### config.mk
export PLATFORM = sky130hd
export DESIGN_NAME = fwc_ram
export DESIGN_NICKNAME = d
export VERILOG_FILES = /design/src/hw/rtl/fwc_ram.sv
export SDC_FILE = /design/constraint.sdc
export NUM_CORES = 1
export LEC_CHECK = 0
export CAP_MARGIN = 20
export CORE_MARGIN = 4
export CORE_UTILIZATION = 55
export DETAILED_ROUTE_END_ITERATION = 8
export DONT_BUFFER_PORTS = 1
export GPL_TIMING_DRIVEN = 0
export HOLD_SLACK_MARGIN = 0.02
export PLACE_DENSITY = 0.7
export SETUP_SLACK_MARGIN = 0.1
export SLEW_MARGIN = 15
export SYNTH_ARGS = -nofsm -noshare
export SYNTH_HDL_FRONTEND = slang
export SYNTH_SLANG_ARGS = --single-unit
### constraint.sdc
create_clock -name clk_i -period 4.7 [get_ports clk_i]
set_clock_uncertainty 0.15 [all_clocks]
set_input_delay 0.705 -clock clk_i [delete_from_list [all_inputs] [get_ports clk_i]]
set_output_delay 0.705 -clock clk_i [all_outputs]
set_load 0.02 [all_outputs]
### src/hw/rtl/fwc_ram.sv
// generic simple dual-port ram, one write and one registered read per cycle
// no dependencies

module fwc_ram #(
  parameter int WIDTH = 8,
  parameter int DEPTH = 16
) (
  input  logic                                  clk_i,
  input  logic                                  we_i,
  input  logic [((DEPTH > 1) ? $clog2(DEPTH) : 1)-1:0] waddr_i,
  input  logic [WIDTH-1:0]                      wdata_i,
  input  logic [((DEPTH > 1) ? $clog2(DEPTH) : 1)-1:0] raddr_i,
  output logic [WIDTH-1:0]                      rdata_o
);

  logic [WIDTH-1:0] mem_q [DEPTH];
  logic [WIDTH-1:0] rdata_q;

  always_ff @(posedge clk_i) begin
    if (we_i) begin
      mem_q[waddr_i] <= wdata_i;
    end
    rdata_q <= mem_q[raddr_i];
  end

  assign rdata_o = rdata_q;

endmodule

# --- Word level (Yosys, flattened, before mapping) ---
# Memories as Yosys holds them, arrays and structs flattened. A register that Yosys moved wholly into a read port is not among the register bits.
# Index checks and enable logic that the tools add are counted.
word_totals:
  ff_bits: 0
  ram_bits: 128
  mem_count: 1
op_classes:
  mux: 2
mem_list:
  columns: ["memory", "words", "word_bits", "rd", "rd_clocked_by_memory_dff", "wr", "line_no", "source"]
  rows:
  - ["mem_q", 16, 8, 1, 1, 1, "16", "logic [WIDTH-1:0] mem_q [DEPTH];"]
op_table:
  columns: ["cell", "n"]
  rows:
  - ["$mux W1", 2]

# --- Longest topological paths before layout ---
logic_depth:
  word_depth: 2
  ltp_mapped: 5
  depth_no_buf: 3

# --- Worst setup path after synthesis ---
# No wires, ideal clock.
synth_path:
  kind: "in2reg"
  startpoint: "in waddr_i[2] (netlist bit)"
  endpoint: "mem mem_q[0][0] (enable)"
  setup_ps: 383
  arrival_time_ps: 1815
  t_required_ps: 4167
  path_slack_ps: 2352
  path_stages: 2
  cell_sequence: "or3b_2 > nor3_1"
synth_lines:
  columns: ["item", "line_no", "source"]
  rows:
  - ["start: declaration", "10", "input logic [((DEPTH > 1) ? $clog2(DEPTH) : 1)-1:0] waddr_i,"]
  - ["end: declaration", "16", null]
# No word-level cell before the write port.

# --- Worst setup path in the final report ---
layout_path:
  startpoint: "in waddr_i[2] (netlist bit)"
  endpoint: "mem mem_q[3][5] (enable)"
# No word-level cell before the write port.

==> impl_metrics.toml <==
[outcome]
status = "complete, no violations"

[pwr]
p_per_area_nw_per_um2 = 464.8
power_w = 0.002737
ir_drop_mv = 0.2697
power_leakage_nw = 1.919

[global_route]
overflow = 0
grt_max_degree = 17
antenna_found_initial = 0
gr-usage-all-layers_pct = 18.78
grt_pass1_wl_um = 14410
grt_pass1_vias = 2300

[routing]
drc_errors = 0
via_count = 2312
via_per_inst = 6.198
wire_per_inst_um = 25.28
drt-total-wl_um = 9430
ant_nets = 0
first_pass_iters = 4
drt_iter0_markers = 199

[layout]
layout-drive-gt1-share_pct = 24.81
fill_cells = 597
nNetsFinal = 267
diodes = 0
area_delta_synth_final_pct = 14.39

[critical_path]
required_ns = 4.68
cp.buffers_inverters = 0
start_kind = "input port"
cp.arrival_ns = 1.88
cp_num_cells = 2
crit_path_max_incr_delay_ns = 0.64
cp-end-kind = "flop"
slowest_stage = "nor2_1"
crit_family = "simple AND/OR/NAND/NOR gates"
r2r_cells = 3
cp_max_fo = 8
worstSetupPathType = "in2reg"
path_cells = "or3b_2 -> nor2_1"

[worst_hold_path]
hold_depth = 0
hold_path.class = "in2reg"

[die]
die_w_um = 104.7
initial_core_util_pct = 55.97
ios = 26
core_area_um2 = 9196
num_rows = 35
die_h_um = 104.7
dieArea_um2 = 10970

[clock_tree]
clk_path_buf_depth = 2
postCtsSetupRepairBufs = 0
cts_tree = "built"
cts_sinks = 136
cts_buffers = 17
clk_pin_slew_ns = 0.06
clk_latency_ns = 0.51
cts.repair.resized = 0
root_buffer = "clkbuf_8"
ctsHoldBuffers = 0
cts_htree_levels = 4

[yosys]
synth_cells = 229
synth_top_family_by_area = "multiplexers"
ys_ff_latch = 136
synth-simple-area-share_pct = 3.184
synthDistinctLibCells = 19
ys_seq_area_share_pct = 77.78
synth_mux_area_share_pct = 15.02
synth_area_um2 = 5147
synth-xor-area-share_pct = 0
avgSynthCellArea_um2 = 22.48
synth-compound-area-share_pct = 2.333
ys_warn_count = 0
synthAdderAreaFrac_pct = 0
synth_nets = 247

[sta]
worstMarginPinSlew_ns = 0.8101
hold_viol_final = 0
setup_viol = 0
slew_headroom_pct = 45.80
tns_ns = 0
timing.final.ws_setup_ns = 2.798
fmax_mhz = 525.8
rsz0062_at_grt = "false"
fin_crit_sh_pct = 40.47
min_period_ns = 1.902
slew_viol_final = 0

[placed_design]
io_buffers = 0
gp_congestion = 0.7400
place_ws_ns = 2.280
dp_hpwl_um = 5847

[run]
maxCapViolCount = 0
## stage by stage
stage	cell area, um2	instances	hold WS [ns]	util [%]
2_1_floorplan	5147	229	0.4793	-
3_3_place_gp	5286	340	0.5029	57.48
3_5_place_dp	5301	341	0.5181	57.65
4_1_cts	5883	373	0.1224	63.97
5_1_grt	5888	373	0.1075	64.03
6_report	5888	373	0.1397	64.03
## Yosys cell counts (all sizes together)
| cell | instances | share of area (%) |
|---|---|---|
| and2b | 1 | 0.15 |
| nand2b | 2 | 0.24 |
| or3b | 1 | 0.17 |
| clkdlybuf4s25 | 3 | 0.58 |
| edfxtp | 128 | 75 |
| buf | 7 | 1.1 |
| and2 | 1 | 0.12 |
| nor2b | 1 | 0.12 |
| nor3 | 4 | 0.39 |
| nand2 | 9 | 0.66 |
| nand3b | 2 | 0.29 |
| nor2 | 13 | 0.95 |
| mux4 | 32 | 15 |
| dfxtp | 8 | 3.1 |
| nand3 | 1 | 0.097 |
| a22oi | 16 | 2.3 |
## final cells by class
type	count	area, um2	area share [%]
timing repair buffer	1	5.005	0.08500
multi-input combinational	83	1072	18.21
sequential	136	4004	68.00
clock buffer	17	414.1	7.034
clock inverter	15	167.7	2.847
buffer	10	86.33	1.466
tap	111	138.9	2.359
## cell usage in the layout (no fill, tap or decap), drive strengths merged, types with 5 or more instances in the layout
master	netlist	routed
edfxtp	128	128
clkinvlp	0	5
dfxtp	8	8
inv	0	5
mux4	32	32
a22oi	16	16
nand2	9	9
buf	7	8
clkbuf	0	17
nor2	13	13
## where the power goes
part           switching (W)  internal [W]
Combinational      0.0000473     0.0000440
Clock               0.000507      0.000764
Sequential         0.0000175       0.00136
## sequential cells by signal, indices dropped and copies added, names as in the netlist
register / flops
mem_q: 128
rdata_o: 8
## routing by layer
metal / GRT usage [%] / vias to the layer above / share of wire, %
met4: 6.467 / 0 / 1.5
met1: 26.85 / 1200 / 42
li1: - / 1018 / -
met3: 5.930 / 8 / 8.8
met5: 0 / - / 0
met2: 27.73 / 86 / 48
## cells by family after synthesis
group           Yosys count
compound gates           16
flops                   136
mux                      32
simple gates             35
buf+inv                  10
## path summary, 6_finish.rpt
path / startpoint / to / slack (ns)
max: waddr_i[2] / mem_q[3][5] / 2.80
min: wdata_i[6] / mem_q[4][6] / 0.14
max reg2reg: mem_q[4][0] / rdata_o[0] / 3.15
min reg2reg: mem_q[8][3] / rdata_o[3] / 0.53
(Power assumes the default switching activity.)
