==> config.mk <==
export PLATFORM = sky130hd
export DESIGN_NAME = fwc_mac
export DESIGN_NICKNAME = d
export VERILOG_FILES = /design/src/hw/rtl/fwc_pkg.sv /design/src/hw/rtl/fwc_mac.sv
export SDC_FILE = /design/constraint.sdc
export NUM_CORES = 1
export LEC_CHECK = 0
export ABC_AREA = 1
export BUFFER_PORTS_ARGS = -buffer_cell sky130_fd_sc_hd__buf_4
export CELL_PAD_IN_SITES_DETAIL_PLACEMENT = 1
export CELL_PAD_IN_SITES_GLOBAL_PLACEMENT = 1
export CORE_UTILIZATION = 40
export CTS_BUF_LIST = sky130_fd_sc_hd__clkbuf_16
export DETAILED_ROUTE_END_ITERATION = 10
export GPL_TIMING_DRIVEN = 0
export HOLD_SLACK_MARGIN = 0.12
export PLACE_DENSITY_LB_ADDON = 0.25
export SETUP_SLACK_MARGIN = 0.1
export SLEW_MARGIN = 20
export SYNTH_ARGS = -nofsm -noshare
export SYNTH_HDL_FRONTEND = slang
export SYNTH_SLANG_ARGS = --single-unit
==> constraint.sdc <==
create_clock -name clk_i -period 5.84 [get_ports clk_i]
set_input_delay 0.584 -clock clk_i [delete_from_list [all_inputs] [get_ports clk_i]]
set_output_delay 0.584 -clock clk_i [all_outputs]
set_load 0.05 [all_outputs]
==> src/hw/rtl/fwc_pkg.sv <==
// shared types and constants of the framewise window convolution core
// no dependencies

package fwc_pkg;

  // weight format: unsigned q1.16
  localparam int COEF_W    = 17;
  localparam int FRAC_BITS = 16;

  // saturating count of frames seen so far
  localparam int FRAMES_W  = 6;

  // configuration register index width
  localparam int CFG_IDX_W = 1;

  // input item kinds
  localparam logic MODE_COEF   = 1'b0;
  localparam logic MODE_SAMPLE = 1'b1;

  // configuration register indexes
  localparam logic [CFG_IDX_W-1:0] CFG_WINDOW_LENGTH  = 1'b0;
  localparam logic [CFG_IDX_W-1:0] CFG_BINS_PER_FRAME = 1'b1;

  // control from the tap sequencer to the multiply-accumulate unit
  typedef struct packed {
    logic clear;  // start a new sum
    logic en;     // operands carry a live tap
  } mac_ctrl_t;

endpackage

==> src/hw/rtl/fwc_mac.sv <==
// shared multiply-accumulate unit with q16 rounding and saturation
// depends on fwc_pkg

module fwc_mac
  import fwc_pkg::*;
#(
  parameter int SAMPLE_BITS = 24,
  parameter int MAX_TAPS    = 32
) (
  input  logic                          clk_i,
  input  logic                          rst_ni,
  input  mac_ctrl_t                     ctrl_i,
  input  logic signed [SAMPLE_BITS-1:0] sample_i,
  input  logic        [COEF_W-1:0]      weight_i,
  output logic                          busy_o,
  output logic signed [SAMPLE_BITS-1:0] result_o
);

  localparam int TAP_W  = (MAX_TAPS > 1) ? $clog2(MAX_TAPS) : 1;
  localparam int PROD_W = SAMPLE_BITS + COEF_W + 1;
  localparam int ACC_W  = PROD_W + TAP_W;
  localparam int RND_W  = ACC_W + 1;
  localparam int SH_W   = RND_W - FRAC_BITS;

  localparam logic signed [RND_W-1:0] RND_HALF = RND_W'(1) << (FRAC_BITS - 1);
  localparam logic signed [SH_W-1:0]  SAT_MAX  = SH_W'({1'b0, {(SAMPLE_BITS-1){1'b1}}});
  localparam logic signed [SH_W-1:0]  SAT_MIN  = ~SAT_MAX;

  logic signed [PROD_W-1:0] prod_d, prod_q;
  logic                     prod_vld_q;
  logic signed [ACC_W-1:0]  acc_q;
  logic signed [RND_W-1:0]  rnd;
  logic signed [SH_W-1:0]   shifted;

  // weight is unsigned, so it enters the signed product with a zero on top
  assign prod_d = sample_i * $signed({1'b0, weight_i});

  always_ff @(posedge clk_i or negedge rst_ni) begin
    if (!rst_ni) begin
      prod_vld_q <= 1'b0;
      acc_q      <= '0;
    end else begin
      prod_vld_q <= ctrl_i.en;
      if (ctrl_i.clear) begin
        acc_q <= '0;
      end else if (prod_vld_q) begin
        acc_q <= acc_q + ACC_W'(prod_q);
      end
    end
  end

  always_ff @(posedge clk_i) begin
    prod_q <= prod_d;
  end

  // floor((acc + half) / 2^16), halves round up
  assign rnd     = RND_W'(acc_q) + RND_HALF;
  assign shifted = SH_W'(rnd >>> FRAC_BITS);

  always_comb begin
    if (shifted > SAT_MAX) begin
      result_o = SAT_MAX[SAMPLE_BITS-1:0];
    end else if (shifted < SAT_MIN) begin
      result_o = SAT_MIN[SAMPLE_BITS-1:0];
    end else begin
      result_o = shifted[SAMPLE_BITS-1:0];
    end
  end

  assign busy_o = prod_vld_q;

endmodule

After elaboration in Yosys (flattened, before gate mapping)

Index checks and enable logic that the tools add are counted.

Output and inout port bits: 25
Word-level logic and storage cells: 13
Register bits: 90
Input port bits: 45

Muxes and demuxes: 4
Reduce and logical (&&, ||, !) cells: 1
Add/subtract/negate cells: 2
Multiply operators: 1
Magnitude comparators: 2

Operators by type and width:

| kind                                                                           | count |
|---|---|
| 47-bit 2-to-1 mux                                                              | 2 |
| 47-bit by 17-bit adder with 48-bit output, second input constant               | 1 |
| 24-bit 2-to-1 mux                                                              | 2 |
| 47-bit by 42-bit adder with 47-bit output                                      | 1 |
| 24-bit by 18-bit multiplier with 42-bit output                                 | 1 |
| 32-bit by 24-bit > comparator with 1-bit output, second input constant         | 1 |
| 32-bit by 24-bit less-than comparator with 1-bit output, second input constant | 1 |
| 2-bit nonzero test                                                             | 1 |

Depth between registers and ports, before layout

Gate-level depths: netlist of run 1.

Word-level depth: 4
Depth in mapped cells: 27
Depth with buffers taken out: 25

Worst setup path before layout of run 1

No wires, ideal clock.

Path kind: in2reg
Start point: input port sample_i[23]
End point: register prod_q[41]
Stages on the path: 20
Arrival: 5,829 ps
Required time: 5,722 ps
Slack: -107 ps
Library setup time: 118 ps
Path buffers: 2
Cell sequence: clkbuf_1 clkbuf_1 nand2_1 fa_1 fa_1 inv_1 fa_1 inv_1 fa_1 fa_1 fa_1 inv_1 ha_1 nand2_1 nor2_1 inv_1 nor3_1 nand4_1 nand3_1 xnor2_1

Word-level cells in the longest chain between the ends: 1

Ends and longest elaborated chain:

| element                                        | line          | source |
|---|---|---|
| start, declared                                | fwc_mac.sv:13 | `input logic signed [SAMPLE_BITS-1:0] sample_i,` |
| 24-bit by 18-bit multiplier with 42-bit output | fwc_mac.sv:36 | `assign prod_d = sample_i * $signed({1'b0, weight_i});` |
| via prod_d[41]                                 | fwc_mac.sv:29 | `logic signed [PROD_W-1:0] prod_d, prod_q;` |
| end signal, assigned                           | fwc_mac.sv:53 | `prod_q <= prod_d;` |
| end, declared                                  | fwc_mac.sv:29 |  |

The timed path passes the listed nets, and every way through them passes these cells.
A chain may end at the register's enable or synchronous reset.

Worst setup path in the final report of run 1

Start point: input port weight_i[11]
End point: register prod_q[39]

Word-level cells in the longest chain between the ends: 1

Ends and longest elaborated chain:

| element                                        | line          | source |
|---|---|---|
| start, declared                                | fwc_mac.sv:14 | `input logic [COEF_W-1:0] weight_i,` |
| 24-bit by 18-bit multiplier with 42-bit output | fwc_mac.sv:36 |  |
| via prod_d[39]                                 | fwc_mac.sv:29 |  |

The timed path passes the listed nets, and every way through them passes these cells.

==> reports/metrics.csv, run 1 <==
stage;metric;value;unit
outcome;outcome;finished, final reports clean;
synth;area leader, netlist;fa_1;
timing;skew final;0.0138;ns
worst_setup_path;Setup crit start kind;input pin;
worst_setup_path;Critical Path End Type;flop;
placement;pre-CTS setup slack;-1.57;ns
clock_tree;H-tree depth;3;
floorplanning;Die H;242;um
synth;count leader, synth;nand2_1;
synth;most frequent cells after synthesis;nand2_1, inv_1, fa_1, nor2_1, ha_1;
detailed_routing;DR DRC count;0;
synth;Area contributors post-synth;fa_1, nand2_1, inv_1;
clock_tree;Root Driver;clkbuf_16;
final_layout;number of antenna diodes;0;
clock_tree;CTS sink cnt;90;
worst_setup_path;worst-path cell chain;buf_4 > buf_8 > nand2_1 > fa_1 > inv_1 > fa_1 > inv_1 > fa_1 > inv_1 > fa_1 > fa_1 > inv_1 > fa_1 > inv_1 > ha_4 > a21o_1 > a21oi_2 > nor2_1 > nor2_1 > nand2_1 > nand2_1 > nand3_1 > xor2_1;
grt;first-pass GRT wire length;133000;um
timing;RSZ-0062 raised after global routing;true;
floorplanning;die area;58400;um2
synth;post-synth top area share;0.350;
synth;Primary FF master, synth;dfrtp_1;
synth;Post-Syn Nets;3911;
floorplanning;row count;87;
detailed_routing;WL per Instance;20.4;um
placement;HPWL after DPL;73000;um
run;max cap viols;0;
timing;f_max;178;MHz
clock_tree;clock slew at reported path FFs;0.07;ns
grt;pin count of the biggest net entering global routing;49;
clock_tree;CTS Buf Count;9;
worst_setup_path;CP max-delay cell;fa_1;
detailed_routing;DRT iter0 DRCs;1030;
floorplanning;Top Ports;70;
floorplanning;Die W;242;um
synth;post-synthesis sequential area ratio;0.0888;
worst_setup_path;cell mode on critical path;fa_1;
timing;Final setup viols;0;
synth;Synth cell types;34;
timing;max-slew violations;0;
clock_tree;Skew-Pair Late Insertion Delay;0.37;ns
grt;GRT Overall Usage;0.296;
worst_hold_path;hold crit path type;input pin to asynchronous set/reset pin;
detailed_routing;Vias per Instance;5.04;
placement;RePlAce Congestion;0.945;
grt;vias in the first global route;23600;
final_layout;share of post-route cells with drive strength above 1;0.0902;
placement;PortBufs;45;
synth;Synth Cell Area;23000;um2
final_layout;Post-layout nets;3994;
synth;warnings from Yosys;0;
synth;Synth Area per Inst;6.93;um2
timing;final setup margin;0.207;ns
grt;initial antenna violation count;1;
worst_setup_path;CP required;6.10;ns
synth;cell count after synthesis;3315;
timing;Tightest Pin Transition;1.06;ns
floorplanning;initial core utilization;0.406;
synth;EDFF count, synth;0;
timing;Final Hold Viols;0;
clock_tree;Max Buffers Root-to-Sink;2;
synth;ys async rst share;0.533;
timing;min Tclk post-route;5.63;ns
detailed_routing;Via Count;20900;
timing;relative slew slack;0.291;
synth;Synth Register Bits;90;
worst_setup_path;Worst path max stage delay;0.56;ns
floorplanning;core area;56600;um2
worst_setup_path;worst path arrival time;5.89;ns
grt;global route overflow;0;
final_layout;area grow syn2layout;13.5;%
clock_tree;CTS tree;yes;
detailed_routing;final WL;85000;um
detailed_routing;iteration count of the initial detailed-routing pass;5;
timing;Final period util;0.964;
timing;Final TNS setup;0;ns
worst_setup_path;CP Max Fanout;10;
detailed_routing;DRT antenna net count;0;
clock_tree;Post-CTS Hold Buffers;0;
worst_setup_path;crit path kind;input pin to flop;
==> metrics by stage <==
| step | area, um2 | std cells | util | hold slack [ns] |
|---|---|---|---|---|
| final | 26100 | 4159 | 0.461 | 0.258 |
| after global routing | 26100 | 4159 | 0.461 | 0.314 |
| after CTS | 25500 | 4142 | 0.451 | 0.309 |
| after detailed placement | 24300 | 4116 | 0.429 | 0.476 |
| after global placement | 24300 | 4116 | 0.429 | 0.467 |
| after floorplan | 23000 | 3315 | - | 0.288 |
==> layout make-up <==
cell class | count | area [um2]
sequential | 90 | 2040
inverter | 920 | 3460
clock buffer | 10 | 250
fill | 7236 | 30500
buffer | 94 | 1030
tap | 756 | 946
clock inverter | 6 | 37.5
multi-input combinational | 2211 | 17700
timing repair buffer | 72 | 564
==> repair_timing <==
item	CTS	global route
cloned	0	1
endpoints found under the setup margin	29	25
pin swaps	12	52
resized for setup	233	151
buffers inserted	10	16
==> routing by layer <==
metal	vias to the layer above	wire, um	global-route usage
met3	146	2680	0.0225
met1	10600	35700	0.362
met4	0	3890	0.120
li1	9758	-	-
met2	448	42700	0.535
met5	-	0	0
==> worst max-delay path, delay by kind of cell <==
family / cells / cell delay [ns]
buf+inv: 7 / 0.68
compound gates: 2 / 0.41
fa+ha+maj: 7 / 3.41
simple gates: 6 / 0.62
xor+xnor: 1 / 0.16
==> state kept, by name (all words and copies together), names as in the netlist <==
register	count
acc_q	47
prod_q	42
busy_o	1
==> logic make-up (layout without fill, tap and decap cells) <==
family / count (synthesis) / in the layout / synth area share
DFF: 90 / 90 / 0.0888
adders and majority gates: 551 / 551 / 0.431
xor gates and xnor gates: 62 / 62 / 0.0236
buffers and inverters: 1014 / 1102 / 0.167
AOI/OAI and AO/OA: 249 / 249 / 0.0573
and+or+nand+nor: 1349 / 1349 / 0.232
==> cell usage in the layout (no fill, tap or decap), drive strengths merged, types with 7 or more instances in the layout <==
| cell type | netlist | layout |
|---|---|---|
| nand2 | 1003 | 1003 |
| inv | 920 | 921 |
| fa | 402 | 402 |
| nor2 | 204 | 204 |
| ha | 149 | 149 |
| a21oi | 113 | 113 |
| buf | 4 | 110 |
| o21ai | 106 | 106 |
| nand3 | 90 | 90 |
| clkbuf | 90 | 66 |
| dfrtp | 48 | 48 |
| dfxtp | 42 | 42 |
| xor2 | 39 | 39 |
| xnor2 | 23 | 23 |
| nor3 | 23 | 23 |
| nand4 | 22 | 22 |
| a21o | 8 | 8 |
| o21bai | 7 | 7 |
==> worst paths after layout <==
path,startpoint,endpoint,slack [ns],cells past startpoint
setup reg to reg,acc_q[0]$_DFFE_PN0P_,acc_q[42]$_DFFE_PN0P_,2.98,13
hold / removal,rst_ni,acc_q[9]$_DFFE_PN0P_,0.26,1
setup / recovery,weight_i[11],prod_q[39]$_DFF_P_,0.21,23
min in group clk_i,ctrl_i[0],busy_o$_DFF_PN0_,0.33,1
max in group asynchronous,rst_ni,acc_q[46]$_DFFE_PN0P_,5.05,1
hold reg to reg,acc_q[14]$_DFFE_PN0P_,acc_q[14]$_DFFE_PN0P_,0.49,2
Power of run 1 is not shown: default switching activity piles up to over one toggle a cycle in this logic, so the estimate is an artifact.
==> inputs of run 2 (changes only) <==
- PLACE_DENSITY: not set -> 0.76
- PLACE_DENSITY_LB_ADDON: 0.25 -> not set
==> run 2 against run 1 <==
Net effect:
- fmax increased by 0.44%
- global-route usage decreased by 1.9 points
- non-clock buffer count decreased by 2
- clock skew decreased by 0.00051 ns
- first-iteration DRC count increased by 9.0%
- final cell count about the same
==> reports/metrics.csv, run 2 (synthesized netlist as in run 1, its figures left out) <==
stage;metric;value;unit;change
floorplanning;initial core utilization;0.406;;unchanged
clock_tree;Skew-Pair Late Insertion Delay;0.36;ns;was 0.37 ns
grt;first-pass GRT wire length;125000;um;was 133,000 um
placement;Placed Area;24300;um2;unchanged
final_layout;Largest register FFs;47;;unchanged
clock_tree;Root Driver;clkbuf_16;;unchanged
worst_setup_path;worst path arrival time;5.89;ns;about the same
floorplanning;row count;87;;unchanged
outcome;outcome;finished, final reports clean;;unchanged
detailed_routing;DR DRC count;0;;unchanged
timing;Tightest Pin Transition;0.935;ns;was 1.06 ns
timing;Final setup viols;0;;unchanged
floorplanning;Die H;242;um;unchanged
final_layout;Reg with most FFs;acc_q;;unchanged
timing;max-slew violations;0;;unchanged
timing;Final Hold Viols;0;;unchanged
detailed_routing;final WL;80100;um;was 85,000 um
timing;final setup margin;0.232;ns;was 0.207 ns
final_layout;register area;2040;um2;unchanged
final_layout;number of antenna diodes;0;;unchanged
clock_tree;CTS sink cnt;90;;unchanged
final_layout;Post-layout nets;3992;;was 3,994
timing;skew final;0.0133;ns;was 0.0138 ns
grt;vias in the first global route;22700;;was 23,600
worst_setup_path;Critical Path End Type;flop;;unchanged
grt;pin count of the biggest net entering global routing;49;;unchanged
run;max cap viols;0;;unchanged
worst_setup_path;crit path kind;input pin to flop;;unchanged
clock_tree;clock slew at reported path FFs;0.07;ns;about the same
final_layout;commonest non-fill, non-tap cells in the layout;nand2_1, inv_1, fa_1;;unchanged
timing;RSZ-0062 raised after global routing;true;;unchanged
timing;min Tclk post-route;5.61;ns;was 5.63 ns
timing;relative slew slack;0.374;;was 0.291
clock_tree;CTS tree;yes;;unchanged
detailed_routing;DRT antenna net count;0;;unchanged
final_layout;Fillers;7338;;was 7,236
worst_setup_path;CP Max Fanout;10;;unchanged
floorplanning;Die W;242;um;unchanged
timing;f_max;178;MHz;about the same
clock_tree;H-tree depth;3;;unchanged
worst_setup_path;cell mode on critical path;fa_1;;unchanged
final_layout;area grow syn2layout;12.4;%;was 13.5%
placement;PortBufs;45;;unchanged
timing;Final TNS setup;0;ns;unchanged
worst_setup_path;Worst path max stage delay;0.58;ns;was 0.56 ns
grt;GRT Overall Usage;0.277;;was 0.296
floorplanning;die area;58400;um2;unchanged
worst_hold_path;hold crit path type;input pin to asynchronous set/reset pin;;unchanged
final_layout;final std cells w/o fill;4157;;was 4,159
placement;RePlAce Congestion;0.945;;unchanged
clock_tree;CTS Buf Count;9;;unchanged
worst_setup_path;CP max-delay cell;fa_1;;unchanged
clock_tree;Max Buffers Root-to-Sink;2;;unchanged
worst_setup_path;CP required;6.12;ns;was 6.10 ns
final_layout;commonest non-fill, non-tap cell in the layout;nand2_1;;unchanged
worst_setup_path;Setup crit start kind;input pin;;unchanged
placement;pre-CTS setup slack;-1.55;ns;was -1.57 ns
worst_setup_path;worst-path cell chain;buf_4 > buf_8 > nand2_1 > inv_1 > fa_1 > inv_1 > fa_1 > fa_1 > inv_1 > fa_1 > fa_1 > inv_1 > fa_1 > inv_1 > ha_4 > nand2_2 > nor2_4 > nand4_1 > o211ai_1 > nand3_1 > nand2_2 > xor2_2;;was buf_4 > buf_8 > nand2_1 > fa_1 > inv_1 > fa_1 > inv_1 > fa_1 > inv_1 > fa_1 > fa_1 > inv_1 > fa_1 > inv_1 > ha_4 > a21o_1 > a21oi_2 > nor2_1 > nor2_1 > nand2_1 > nand2_1 > nand3_1 > xor2_1
placement;Placed Cells;4116;;unchanged
final_layout;post-route cell area;25800;um2;was 26,100 um2
detailed_routing;WL per Instance;19.3;um;was 20.4 um
grt;global route overflow;0;;unchanged
floorplanning;core area;56600;um2;unchanged
grt;initial antenna violation count;0;;was 1
detailed_routing;DRT iter0 DRCs;1123;;was 1,030
detailed_routing;iteration count of the initial detailed-routing pass;5;;unchanged
detailed_routing;Vias per Instance;4.98;;was 5.04
timing;Final period util;0.960;;was 0.964
detailed_routing;Via Count;20700;;was 20,900
clock_tree;Post-CTS Hold Buffers;0;;unchanged
final_layout;area of the multi-input gates;17600;um2;was 17,700 um2
placement;HPWL after DPL;68800;um;was 73,000 um
final_layout;share of post-route cells with drive strength above 1;0.0835;;was 0.0902
floorplanning;Top Ports;70;;unchanged
run 2: cell types whose count changed in the layout (fill, tap and decap cells not counted), moves of 4 or more:
| cell | before | now |
|---|---|---|
| fa_1 | 389 | 396 |
| buf_6 | 10 | 16 |
| clkbuf_16 | 19 | 12 |
| clkbuf_2 | 9 | 13 |
| nor2_2 | 29 | 21 |
| nor2_1 | 168 | 177 |
| fa_2 | 13 | 6 |
| clkbuf_8 | 13 | 9 |
run 2: path summary, 6_finish.rpt:
kind	depth (start not counted)	to	startpoint	slack, ns
setup / recovery	22	prod_q[31]$_DFF_P_	sample_i[6]	0.23
hold / removal	1	busy_o$_DFF_PN0_	rst_ni	0.28
setup reg to reg	13	acc_q[42]$_DFFE_PN0P_	acc_q[0]$_DFFE_PN0P_	2.89
hold reg to reg	2	acc_q[14]$_DFFE_PN0P_	acc_q[14]$_DFFE_PN0P_	0.50
max in group asynchronous	1	acc_q[33]$_DFFE_PN0P_	rst_ni	5.04
min in group clk_i	1	busy_o$_DFF_PN0_	ctrl_i[0]	0.33
run 2: cell type report:
type                       instances  area share
clock inverter                     7     0.00199
sequential                        90      0.0790
inverter                         920       0.134
clock buffer                       9     0.00872
tap                              756      0.0366
multi-input combinational       2211       0.683
timing repair buffer              70      0.0208
buffer                            94      0.0358
run 2: routing by layer:
layer  global-route usage  vias to the layer above  routed length (um)
li1                     -                     9731                   -
met1                0.351                    10400               34800
met2                0.494                      409               39600
met3               0.0169                      127                2600
met4                0.101                        0                3070
met5                    0                        -                   0
run 2: critical path, delay by kind of cell:
family,cells,cell delay (ns)
buf+inv,7,0.64
compound gates,1,0.34
fa+ha+maj,7,3.46
simple gates,6,0.73
xor+xnor,1,0.13
run 2: through the flow:
stage               utilization  hold slack [ns]
floorplan                     -            0.288
global placement          0.429            0.465
detailed placement        0.429            0.478
CTS                       0.446            0.306
global route              0.456            0.326
finish                    0.456            0.280
run 2: repair_timing:
item	in CTS	in global routing
pin swaps	13	46
gates cloned	0	1
endpoints found under the setup margin	28	25
gates resized for setup	200	153
buffers inserted	8	16
Power of run 2 is left out for the same reason.
==> inputs of run 3 (changes only) <==
- CELL_PAD_IN_SITES_GLOBAL_PLACEMENT: 1 -> 2
- CORE_UTILIZATION: 40 -> 38
- PLACE_DENSITY: 0.76 -> 0.89
- clock period: 5.84 -> 5.2 ns (I/O delays scaled with it)
==> run 3 against run 2 <==
Net effect:
- the run now ends with setup timing left
- via count rose by 5.0%
- die area rose by 5.2%
- clock skew rose by 0.0026 ns
- final cell count rose by 2.4%
- critical endpoint is now prod_q[41]$_DFF_P_
- core utilization rose by 2.2 points
- global-route usage rose by 1.4 points
- worst hold slack got worse by 0.060 ns
- final area rose by 10%
- non-clock buffer count rose by 81
- clock-buffer cell count did not move
- sequential share of layout area fell by 0.72 points
- critical path depth fell by 2
==> reports/metrics.csv, run 3 (synthesized netlist as in run 1, its figures left out) <==
stage;metric;value;unit;change
detailed_routing;Vias per Instance;5.11;;was 4.98
final_layout;area of the multi-input gates;18600;um2;was 17,600 um2
worst_setup_path;Crit. path cell count;20;;was 22
worst_setup_path;Worst Path Buf+Inv;5;;was 7
grt;vias in the first global route;23900;;was 22,700
detailed_routing;Via Count;21700;;was 20,700
final_layout;register area;2040;um2;unchanged
floorplanning;die area;61500;um2;was 58,400 um2
grt;pin count of the biggest net entering global routing;49;;unchanged
timing;skew final;0.0159;ns;was 0.0133 ns
grt;global route overflow;0;;unchanged
placement;RePlAce Congestion;0.962;;was 0.945
clock_tree;Skew-Pair Late Insertion Delay;0.37;ns;was 0.36 ns
final_layout;Post-layout nets;4073;;was 3,992
timing;Final period util;1.06;;
grt;GRT Overall Usage;0.290;;was 0.277
worst_setup_path;worst-path cell chain;clkbuf_8 > clkbuf_8 > nand2_1 > fa_1 > inv_1 > fa_1 > fa_1 > fa_1 > fa_1 > inv_1 > fa_1 > inv_1 > ha_4 > nand2_4 > nor2_4 > nand2_2 > nor3_4 > nand4_1 > nand3_2 > xnor2_2;;was buf_4 > buf_8 > nand2_1 > inv_1 > fa_1 > inv_1 > fa_1 > fa_1 > inv_1 > fa_1 > fa_1 > inv_1 > fa_1 > inv_1 > ha_4 > nand2_2 > nor2_4 > nand4_1 > o211ai_1 > nand3_1 > nand2_2 > xor2_2
final_layout;final std cells w/o fill;4255;;was 4,157
final_layout;Core Util, Final;0.479;;was 0.456
floorplanning;core area;59400;um2;was 56,600 um2
detailed_routing;DRT antenna net count;0;;unchanged
final_layout;Reg with most FFs;acc_q;;unchanged
final_layout;commonest non-fill, non-tap cells in the layout;nand2_1, inv_1, fa_1;;unchanged
worst_hold_path;hold crit path type;input pin to asynchronous set/reset pin;;unchanged
timing;f_max;182;MHz;
final_layout;commonest non-fill, non-tap cell in the layout;nand2_1;;unchanged
final_layout;share of post-route cells with drive strength above 1;0.174;;was 0.0835
clock_tree;CTS sink cnt;90;;unchanged
floorplanning;initial core utilization;0.387;;was 0.406
floorplanning;Die H;248;um;was 242 um
timing;max-slew violations;0;;unchanged
floorplanning;Top Ports;70;;unchanged
worst_setup_path;CP max-delay cell;fa_1;;unchanged
worst_setup_path;Critical Path End Type;flop;;unchanged
clock_tree;Max Buffers Root-to-Sink;2;;unchanged
detailed_routing;final WL;90200;um;was 80,100 um
timing;Tightest Pin Transition;1.06;ns;was 0.935 ns
worst_setup_path;worst path arrival time;5.73;ns;was 5.89 ns
worst_setup_path;cell mode on critical path;fa_1;;unchanged
placement;PortBufs;45;;unchanged
placement;Placed Cells;4133;;was 4,116
timing;Final Hold Viols;0;;unchanged
worst_setup_path;r2r worst-path depth;13;;unchanged
worst_setup_path;CP Max Fanout;10;;unchanged
detailed_routing;WL per Instance;21.2;um;was 19.3 um
timing;min Tclk post-route;5.50;ns;
final_layout;Fillers;7339;;was 7,338
worst_setup_path;Setup crit start kind;input pin;;unchanged
placement;HPWL after DPL;73000;um;was 68,800 um
outcome;outcome;finished with violations;;was finished, final reports clean
final_layout;Largest register FFs;47;;unchanged
placement;Placed Area;25400;um2;was 24,300 um2
timing;relative slew slack;0.289;;was 0.374
detailed_routing;DRT iter0 DRCs;1139;;was 1,123
timing;Final setup viols;22;;was 0
floorplanning;Die W;248;um;was 242 um
clock_tree;H-tree depth;3;;unchanged
grt;initial antenna violation count;0;;unchanged
final_layout;number of antenna diodes;0;;unchanged
worst_setup_path;crit path kind;input pin to flop;;unchanged
worst_setup_path;Crit path max-delay family;adder cells;;unchanged
worst_setup_path;CP required;5.44;ns;was 6.12 ns
outcome;violated checks;setup timing;;
clock_tree;Root Driver;clkbuf_16;;unchanged
final_layout;area grow syn2layout;23.6;%;was 12.4%
clock_tree;CTS Buf Count;9;;unchanged
detailed_routing;iteration count of the initial detailed-routing pass;5;;unchanged
grt;first-pass GRT wire length;134000;um;was 125,000 um
clock_tree;clock slew at reported path FFs;0.07;ns;about the same
clock_tree;CTS tree;yes;;unchanged
timing;hold slack;0.220;ns;was 0.280 ns
final_layout;post-route cell area;28400;um2;was 25,800 um2
timing;RSZ-0062 raised after global routing;true;;unchanged
floorplanning;row count;89;;was 87
run;max cap viols;0;;unchanged
timing;final setup margin;-0.299;ns;was 0.232 ns
detailed_routing;DR DRC count;0;;unchanged
worst_setup_path;Worst path max stage delay;0.58;ns;about the same
run 3: per-layer routing:
layer | global-route usage | share of wire
met1 | 0.345 | 0.40
met3 | 0.0252 | 0.042
met5 | 0 | 0
met4 | 0.123 | 0.053
met2 | 0.532 | 0.51
run 3: path summary, 6_finish.rpt:
path | endpoint | startpoint | slack, ns
min in group clk_i | busy_o$_DFF_PN0_ | ctrl_i[0] | 0.26
worst min-delay path | acc_q[5]$_DFFE_PN0P_ | rst_ni | 0.22
worst max register to register | acc_q[42]$_DFFE_PN0P_ | prod_q[0]$_DFF_P_ | 2.20
worst min register to register | acc_q[6]$_DFFE_PN0P_ | acc_q[6]$_DFFE_PN0P_ | 0.50
max in group asynchronous | acc_q[30]$_DFFE_PN0P_ | rst_ni | 4.47
worst max-delay path | prod_q[41]$_DFF_P_ | sample_i[19] | -0.30
run 3: repair_timing:
item                                   4_1_cts  5_1_grt
pin swaps                                  130       84
buffers inserted                            78       25
hold buffers                                 0        0
cloned                                       4        0
endpoints found under the hold margin        0        0
resized for setup                          322      124
setup endpoints to repair                   32       28
run 3: final cells by class:
cell class	count	area share
repair buffers	151	0.0502
clock buffers	9	0.00793
inverters	920	0.122
well taps	773	0.0340
flip-flops and latches	90	0.0719
clock inverters	7	0.00238
multi-input cells	2211	0.656
plain buffers	94	0.0555
run 3: stage by stage:
step	setup slack [ns]	setup TNS, ns
final	-0.299	-3.12
after global routing	-0.453	-7.58
after CTS	-0.116	-0.460
after detailed placement	-1.24	-29.12
after global placement	-1.10	-25.68
after floorplan	-0.0590	-0.126
Power of run 3 is left out for the same reason.
